### config.mk
export PLATFORM = sky130hd
export DESIGN_NAME = miller_rabin_round_64
export DESIGN_NICKNAME = d
export VERILOG_FILES = /design/src/sv/mrr_pkg.sv /design/src/sv/miller_rabin_round_64.sv /design/src/sv/mrr_datapath.sv /design/src/sv/mrr_ctrl.sv
export SDC_FILE = /design/constraint.sdc
export NUM_CORES = 2
export LEC_CHECK = 0
export BUFFER_PORTS_ARGS = -buffer_cell sky130_fd_sc_hd__buf_4
export CAP_MARGIN = 20
export CORE_ASPECT_RATIO = 1.4
export CORE_MARGIN = 2
export CORE_UTILIZATION = 65
export CTS_CLUSTER_SIZE = 12
export DETAILED_ROUTE_END_ITERATION = 12
export PLACE_DENSITY_LB_ADDON = 0.05
export SLEW_MARGIN = 20
export SYNTH_ARGS = -nofsm -noshare
export SYNTH_HDL_FRONTEND = slang
export SYNTH_SLANG_ARGS = --single-unit
### constraint.sdc
create_clock -name clk_i -period 19.25 [get_ports clk_i]
set_input_delay 3.85 -clock clk_i [delete_from_list [all_inputs] [get_ports clk_i]]
set_output_delay 3.85 -clock clk_i [all_outputs]
set_load 0.05 [all_outputs]
### src/sv/mrr_pkg.sv
// shared types and constants for the miller-rabin round block
// no dependencies
package mrr_pkg;

  localparam logic [1:0] VerdictPrime     = 2'd0;
  localparam logic [1:0] VerdictComposite = 2'd1;
  localparam logic [1:0] VerdictEven      = 2'd2;
  localparam logic [1:0] VerdictTwo       = 2'd3;

  // datapath operations issued by the controller
  typedef enum logic [3:0] {
    OpNone,
    OpLoad,
    OpSplitInit,   // exp = n-1, s = 0
    OpSplitStep,   // exp >>= 1, s += 1
    OpRedInit,     // start a mod n, res = 1
    OpRedStep,     // one restoring step of a mod n
    OpMulResSq,    // load res*sq into res
    OpMulSqSq,     // load sq*sq into sq
    OpMulResRes,   // load res*res into res, s -= 1
    OpMulStep,     // one shift-and-add step of the multiply
    OpShiftExp     // exp >>= 1
  } op_e;

  typedef struct packed {
    logic       n_two;
    logic       n_bad;
    logic       unit_done;
    logic       exp_zero;
    logic       exp_lsb;
    logic       res_one;
    logic       res_nm1;
    logic       s_one;
  } sts_t;

endpackage

### src/sv/miller_rabin_round_64.sv
// miller-rabin single round top level over mrr_ctrl and mrr_datapath (mrr_pkg)
// n equal to 2, even n and n below 2 are decided without arithmetic; odd n runs
// the reduction of a mod n, square and multiply over the k bits and p ones of d,
// then t < s squarings, s the power of two in n-1; each product is WIDTH serial steps
// one transaction at a time, next start taken while done_o is high; no stall
// reset is asynchronous active low and clears every register
module miller_rabin_round_64 #(
  parameter int WIDTH = 64
) (
  input  logic        clk_i,
  input  logic        rst_ni,
  input  logic        start,
  output logic        busy,
  input  logic [63:0] candidate_i,
  input  logic [63:0] witness_base_i,
  output logic        done_o,
  output logic [1:0]  verdict_o
);
  import mrr_pkg::*;

  op_e  cmd;
  sts_t sts;

  mrr_ctrl u_ctrl (
    .clk_i, .rst_ni, .start_i(start), .busy_o(busy), .done_o,
    .verdict_o, .cmd_o(cmd), .sts_i(sts)
  );

  mrr_datapath #(.WIDTH(WIDTH)) u_dp (
    .clk_i, .rst_ni, .candidate_i, .witness_base_i, .cmd_i(cmd), .sts_o(sts)
  );

endmodule

### src/sv/mrr_datapath.sv
// datapath: operand registers, serial modular reduce and multiply
// depends on mrr_pkg
module mrr_datapath #(
  parameter int WIDTH = 64
) (
  input  logic          clk_i,
  input  logic          rst_ni,
  input  logic [63:0]   candidate_i,
  input  logic [63:0]   witness_base_i,
  input  mrr_pkg::op_e  cmd_i,
  output mrr_pkg::sts_t sts_o
);
  import mrr_pkg::*;

  localparam int CW = $clog2(WIDTH + 1);

  logic [WIDTH-1:0] n_q, a_q, res_q, sq_q, exp_q, acc_q, mop_q, y_q, rem_q;
  logic [CW-1:0]    cnt_q, s_q;
  logic             msel_q;

  // modular add helper, x and y below n
  function automatic logic [WIDTH-1:0] add_mod(input logic [WIDTH-1:0] x,
                                               input logic [WIDTH-1:0] y,
                                               input logic [WIDTH-1:0] m);
    logic [WIDTH-1:0] room;
    room = m - y;
    return (x >= room) ? x - room : x + y;
  endfunction

  logic [WIDTH-1:0] dbl, acc_next, rem_next;
  logic [WIDTH:0]   rem_sh, rem_dif;
  always_comb begin
    dbl      = add_mod(acc_q, acc_q, n_q);
    acc_next = y_q[WIDTH-1] ? add_mod(dbl, mop_q, n_q) : dbl;
    // restoring remainder step for a mod n
    rem_sh   = {rem_q, a_q[WIDTH-1]};
    rem_dif  = rem_sh - {1'b0, n_q};
    rem_next = (rem_sh >= {1'b0, n_q}) ? rem_dif[WIDTH-1:0] : rem_sh[WIDTH-1:0];
  end

  // register updates
  always_ff @(posedge clk_i or negedge rst_ni) begin
    if (!rst_ni) begin
      n_q    <= '0;
      a_q    <= '0;
      res_q  <= '0;
      sq_q   <= '0;
      exp_q  <= '0;
      acc_q  <= '0;
      mop_q  <= '0;
      y_q    <= '0;
      rem_q  <= '0;
      cnt_q  <= '0;
      s_q    <= '0;
      msel_q <= 1'b0;
    end else begin
      case (cmd_i)
        OpLoad: begin
          n_q <= candidate_i[WIDTH-1:0];
          a_q <= witness_base_i[WIDTH-1:0];
        end
        OpSplitInit: begin
          exp_q <= n_q - WIDTH'(1);
          s_q   <= '0;
        end
        OpSplitStep: begin
          exp_q <= exp_q >> 1;
          s_q   <= s_q + CW'(1);
        end
        OpRedInit: begin
          rem_q <= '0;
          cnt_q <= CW'(WIDTH);
          res_q <= WIDTH'(1);
        end
        OpRedStep: begin
          rem_q <= rem_next;
          a_q   <= {a_q[WIDTH-2:0], 1'b0};
          cnt_q <= cnt_q - CW'(1);
          if (cnt_q == CW'(1)) sq_q <= rem_next;
        end
        OpMulResSq: begin
          acc_q  <= '0;
          cnt_q  <= CW'(WIDTH);
          msel_q <= 1'b0;
          mop_q  <= sq_q;
          y_q    <= res_q;
        end
        OpMulSqSq: begin
          acc_q  <= '0;
          cnt_q  <= CW'(WIDTH);
          msel_q <= 1'b1;
          mop_q  <= sq_q;
          y_q    <= sq_q;
        end
        OpMulResRes: begin
          acc_q  <= '0;
          cnt_q  <= CW'(WIDTH);
          msel_q <= 1'b0;
          mop_q  <= res_q;
          y_q    <= res_q;
          s_q    <= s_q - CW'(1);
        end
        OpMulStep: begin
          acc_q <= acc_next;
          y_q   <= {y_q[WIDTH-2:0], 1'b0};
          cnt_q <= cnt_q - CW'(1);
          if (cnt_q == CW'(1)) begin
            if (msel_q) sq_q <= acc_next;
            else res_q <= acc_next;
          end
        end
        OpShiftExp: begin
          exp_q <= exp_q >> 1;
        end
        default: ;
      endcase
    end
  end

  // status to the controller
  always_comb begin
    sts_o.n_two     = (n_q == WIDTH'(2));
    sts_o.n_bad     = (n_q < WIDTH'(2)) || !n_q[0];
    sts_o.unit_done = (cnt_q == CW'(1));
    sts_o.exp_zero  = (exp_q == '0);
    sts_o.exp_lsb   = exp_q[0];
    sts_o.res_one   = (res_q == WIDTH'(1));
    sts_o.res_nm1   = (res_q == n_q - WIDTH'(1));
    sts_o.s_one     = (s_q == CW'(1));
  end

endmodule

### src/sv/mrr_ctrl.sv
// controller: sequences reduction, exponentiation and squaring chain
// depends on mrr_pkg
module mrr_ctrl (
  input  logic          clk_i,
  input  logic          rst_ni,
  input  logic          start_i,
  output logic          busy_o,
  output logic          done_o,
  output logic [1:0]    verdict_o,
  output mrr_pkg::op_e  cmd_o,
  input  mrr_pkg::sts_t sts_i
);
  import mrr_pkg::*;

  localparam logic [3:0] S_IDLE  = 4'd0;
  localparam logic [3:0] S_CHECK = 4'd1;
  localparam logic [3:0] S_SPLIT = 4'd2;
  localparam logic [3:0] S_RED   = 4'd3;
  localparam logic [3:0] S_EXP   = 4'd4;
  localparam logic [3:0] S_MULR  = 4'd5;
  localparam logic [3:0] S_SQI   = 4'd6;
  localparam logic [3:0] S_MULS  = 4'd7;
  localparam logic [3:0] S_SHIFT = 4'd8;
  localparam logic [3:0] S_TEST  = 4'd9;
  localparam logic [3:0] S_SQX   = 4'd10;

  logic [3:0] state_q, state_d;
  logic       done_q, done_d;
  logic [1:0] verdict_q, verdict_d;

  assign busy_o    = (state_q != S_IDLE);
  assign done_o    = done_q;
  assign verdict_o = verdict_q;

  // next state and commands
  always_comb begin
    state_d   = state_q;
    done_d    = 1'b0;
    verdict_d = verdict_q;
    cmd_o     = OpNone;
    case (state_q)
      S_IDLE: begin
        if (start_i) begin
          cmd_o   = OpLoad;
          state_d = S_CHECK;
        end
      end
      S_CHECK: begin
        if (sts_i.n_two) begin
          verdict_d = VerdictTwo; done_d = 1'b1; state_d = S_IDLE;
        end else if (sts_i.n_bad) begin
          verdict_d = VerdictEven; done_d = 1'b1; state_d = S_IDLE;
        end else begin
          cmd_o = OpSplitInit; state_d = S_SPLIT;
        end
      end
      S_SPLIT: begin
        // strip factors of two from n-1
        if (sts_i.exp_lsb) begin
          cmd_o = OpRedInit; state_d = S_RED;
        end else begin
          cmd_o = OpSplitStep;
        end
      end
      S_RED: begin
        cmd_o = OpRedStep;
        if (sts_i.unit_done) state_d = S_EXP;
      end
      S_EXP: begin
        // square and multiply, lsb first; a^d equal to one passes at once
        if (sts_i.exp_zero) begin
          if (sts_i.res_one) begin
            verdict_d = VerdictPrime; done_d = 1'b1; state_d = S_IDLE;
          end else begin
            state_d = S_TEST;
          end
        end else if (sts_i.exp_lsb) begin
          cmd_o = OpMulResSq; state_d = S_MULR;
        end else begin
          cmd_o = OpMulSqSq; state_d = S_MULS;
        end
      end
      S_MULR: begin
        cmd_o = OpMulStep;
        if (sts_i.unit_done) state_d = S_SQI;
      end
      S_SQI: begin
        cmd_o = OpMulSqSq; state_d = S_MULS;
      end
      S_MULS: begin
        cmd_o = OpMulStep;
        if (sts_i.unit_done) state_d = S_SHIFT;
      end
      S_SHIFT: begin
        cmd_o = OpShiftExp; state_d = S_EXP;
      end
      S_TEST: begin
        // squaring chain: at most s checks against n-1
        if (sts_i.res_nm1) begin
          verdict_d = VerdictPrime; done_d = 1'b1; state_d = S_IDLE;
        end else if (sts_i.s_one) begin
          verdict_d = VerdictComposite; done_d = 1'b1; state_d = S_IDLE;
        end else begin
          cmd_o = OpMulResRes; state_d = S_SQX;
        end
      end
      S_SQX: begin
        cmd_o = OpMulStep;
        if (sts_i.unit_done) state_d = S_TEST;
      end
      default: state_d = S_IDLE;
    endcase
  end

  // state and result registers
  always_ff @(posedge clk_i or negedge rst_ni) begin
    if (!rst_ni) begin
      state_q   <= S_IDLE;
      done_q    <= 1'b0;
      verdict_q <= VerdictPrime;
    end else begin
      state_q   <= state_d;
      done_q    <= done_d;
      verdict_q <= verdict_d;
    end
  end

  // assertions
  a_done_idle: assert property (@(posedge clk_i) disable iff (!rst_ni)
    done_o |-> !busy_o) else $error("done while busy");
  a_start_busy: assert property (@(posedge clk_i) disable iff (!rst_ni)
    (start_i && !busy_o) |=> busy_o) else $error("start not taken");
  a_done_pulse: assert property (@(posedge clk_i) disable iff (!rst_ni)
    done_o |=> !done_o) else $error("done held");
  a_state_legal: assert property (@(posedge clk_i) disable iff (!rst_ni)
    state_q <= S_SQX) else $error("illegal state");

endmodule
==> results.tsv <==
stage	metric	value	unit
logic_synthesis	avgSynthCellArea	8.00	sq um
critical_path	cpPeakStageDelay	0.92	ns
cts	cts_buffer_depth	3	
cts	post_cts_buffers	0	
critical_path	crit_fanout	57	
power	power_leakage	25.8	nW
drt	drt-total-wl	187000	microns
logic_synthesis	yosysUniqueCellTypes	110	
sta	maxSlewHeadroom	23.1	%
critical_path	endpoint_kind	register	
cts	clock-sinks	598	
sta	timing.final.crit_share	72.7	%
sta	fin_skew	0.0223	ns
run_status	outcome	finished clean	
drt	wl_per_cell	25.3	microns
placed_design	place_area	52600	sq um
cells_and_area	drive_gt1_share	6.35	%
cts	cts_buffers	61	
cts	cts-root-buf	clkbuf_16	
critical_path	critPathLaunchType	register	
logic_synthesis	ys_ff_latch	598	
placed_design	dp_hpwl	142000	microns
sta	report.final.slew_viol_count	0	
cts	ctsHoldBuffers	0	
sta	finalCriticalPeriod	14.00	ns
logic_synthesis	ys_top_cells_by_area	dfrtp_1 29%, ha_1 9.1%, o21ai_0 5.7%	
logic_synthesis	async_flop_share	100	%
die	die_x	241	microns
sta	rsz0062_at_grt	no	
logic_synthesis	seq_area_frac_synth	29.3	%
power	clockPowerShare	47.6	%
power	p_per_area	45.7	nW/um^2
die	pin_count	135	
drt	routed_via_density	6.99	
logic_synthesis	synth_edf_count	0	
global_route	antenna_found_initial	2	
cts	insertion_delay	0.68	ns
critical_path	rrSetupSlack	5.25	ns
die	coreArea	77800	sq um
critical_path	crit_required	19.85	ns
logic_synthesis	yosys.area.top_type_share	29.3	%
die	start_util	65.6	%
power	power_frac_seq	50.5	%
logic_synthesis	synthesis.nets	6885	
logic_synthesis	syn_area	51000	sq um
flow_run	drv_cap	0	
cells_and_area	final_cell_area	54500	sq um
cts	cts_htree_levels	2	
logic_synthesis	syn_inst	6377	
global_route	grt_pass1_vias	48600	
critical_path	slowest_stage	a31o_2	
cts	path_clk_slew	0.06	ns
logic_synthesis	ys.flop_type	dfrtp_1	
power	vdd_drop_max	90.1	uV
critical_path	critPathKind	register to register	
placed_design	routabilityCongestion	1.06	
drt	vias	51500	
cells_and_area	antenna_cells	0	
sta	fin_setup_tns	0	ns
die	die_y	336	microns
placed_design	port_buffers	134	
cells_and_area	nets	6810	
power	p_comb_share	1.9	%
logic_synthesis	yosys_warnings	0	
power	p_int	1.93	mW
logic_synthesis	yosysTopAreaCell	dfrtp_1	
sta	timing.fmax	71.4	MHz
sta	hold_viol	0	
global_route	grt.overflow.total	0	
sta	setup_viol	0	
drt	dr.pass1.iters	11	
power	swShare	22.6	%
die	num_rows	121	
critical_path	cp.arrival	14.60	ns
cells_and_area	areaGrowthSynthToFinish	6.82	%
cts	cts_resized	0	
power	switching_power	0.564	mW
drt	initialDrtViolationCount	7391	
cts	cts_tree	yes	
critical_path	critPathMostFrequentCell	o21ai_0	
global_route	grt_use_total	45.5	%
drt	ant_nets	0	
min_path	hp-class	register to register	
global_route	grt_max_degree	182	
drt	drcViolationCount	0	
sta	worst_pin_slew	1.14	ns
die	dieArea	80800	sq um
global_route	grt_pass1_wl	281000	microns
placed cells by master (no fill, tap or decap), drive strengths merged, types with 18 or more instances in the layout:
cell and instances:
nand4 103, o22ai 19, a31oi 58, a21boi 26, or2 24, maj3 21
mux2i 26, a221oi 18, o21bai 63, a22oi 82, xor2 170, nand2 702
o21ai 616, nor3 93, mux2 20, a211oi 38, clkbuf 78, nand3 116
nor4 80, a21o 250, dfrtp 598, a221o 65, xnor2 303, inv 404
or3 34, buf 184, o211ai 52, o21a 59, and2 36, a21oi 546
nor2b 65, nor2 451, and3 48, nand2b 82, a222oi 111, ha 372
o31ai 47
final timing paths:
kind | endpoint | cells past startpoint | from
min | u_dp.y_q[44] | 2 | u_dp.sq_q[44]
max reg2reg | u_dp.sq_q[55] | 44 | u_dp.n_q[1]
min in group asynchronous | u_dp.cnt_q[5] | 1 | rst_ni
max in group asynchronous | u_dp.y_q[63] | 3 | rst_ni
max | u_dp.sq_q[55] | 44 | u_dp.n_q[1]
min reg2reg | u_dp.y_q[44] | 2 | u_dp.sq_q[44]
metal layers:
metal	share of wire [%]	track usage (%)	routed length [microns]
met1	38	60.7	70700
met3	13	11.7	24700
met4	7.2	27.0	13400
met2	42	66.4	78000
met5	0	0	0
state kept, by name (all words and copies together), names as in the netlist:
register          cells
u_dp.cnt_q            7
u_dp.res_q           64
u_dp.mop_q           64
u_dp.a_q             64
u_dp.s_q              7
u_dp.acc_q           64
u_dp.y_q             64
u_dp.msel_q           1
u_dp.sq_q            64
u_dp.rem_q           64
u_dp.exp_q           64
u_ctrl.state_q        4
u_dp.n_q             64
u_ctrl.verdict_o      2
u_ctrl.done_o         1
synthesized netlist by cell type (41+ instances only):
cell type / n
nand2_1: 701
dfrtp_1: 598
o21ai_0: 585
a21oi_1: 543
nor2_1: 448
inv_1: 400
ha_1: 372
xnor2_1: 303
clkbuf_1: 264
a21o_1: 250
xor2_1: 170
nand3_1: 116
a222oi_1: 111
nand4_1: 102
nor3_1: 89
a22oi_1: 81
nand2b_1: 81
nor4_1: 73
a221o_1: 65
nor2b_1: 65
o21bai_1: 63
o21a_1: 59
a31oi_1: 54
o211ai_1: 51
and3_1: 48
o31ai_1: 41
metrics by stage:
step	setup WS (ns)	power [mW]	instances	util, %	hold slack (ns)
after floorplan	9.06	1.28	6377	-	0.451
after CTS	5.69	2.49	7377	70.0	0.488
after global placement	6.08	1.33	7283	67.6	0.466
final	5.25	2.49	7378	70.1	0.493
after detailed placement	5.82	1.33	7283	67.6	0.477
after global routing	4.46	2.54	7378	70.1	0.503
power groups by stage:
stage	logic [mW]	clock network, mW	registers (mW)
after global placement	0.0474	0	1.28
after floorplan	0.000215	0	1.28
after global routing	0.0533	1.23	1.26
after CTS	0.0483	1.19	1.26
final	0.0472	1.19	1.26
after detailed placement	0.0481	0	1.28
cells by family after synthesis:
kind of cell | synth area share [%]
AOI/OAI and AO/OA | 28.8
and+or+nand+nor | 17.5
buffers and inverters | 5.53
DFF | 29.3
xor gates and xnor gates | 8.12
adders and majority gates | 9.73
muxes | 0.951
worst max-delay path, delay by kind of cell, from the launching register on:
kind                     cells  cell delay, ns
XOR/XNOR                     1            0.10
AND/OR/NAND/NOR             12            3.53
buffers and inverters        3            0.49
flip-flops                   1            0.54
adder cells (fa/ha/maj)      4            1.15
AO/OA/AOI/OAI               24            8.07
layout make-up:
cell class	instances	area, sq um
flip-flops and latches	598	15000
clock buffers	78	1650
well taps	1045	1310
fillers	6449	23300
clock inverters	16	243
multi-input cells	5052	33400
repair buffers	184	1430
inverters	405	1520
Note: power is estimated with default switching activity, not from simulation.
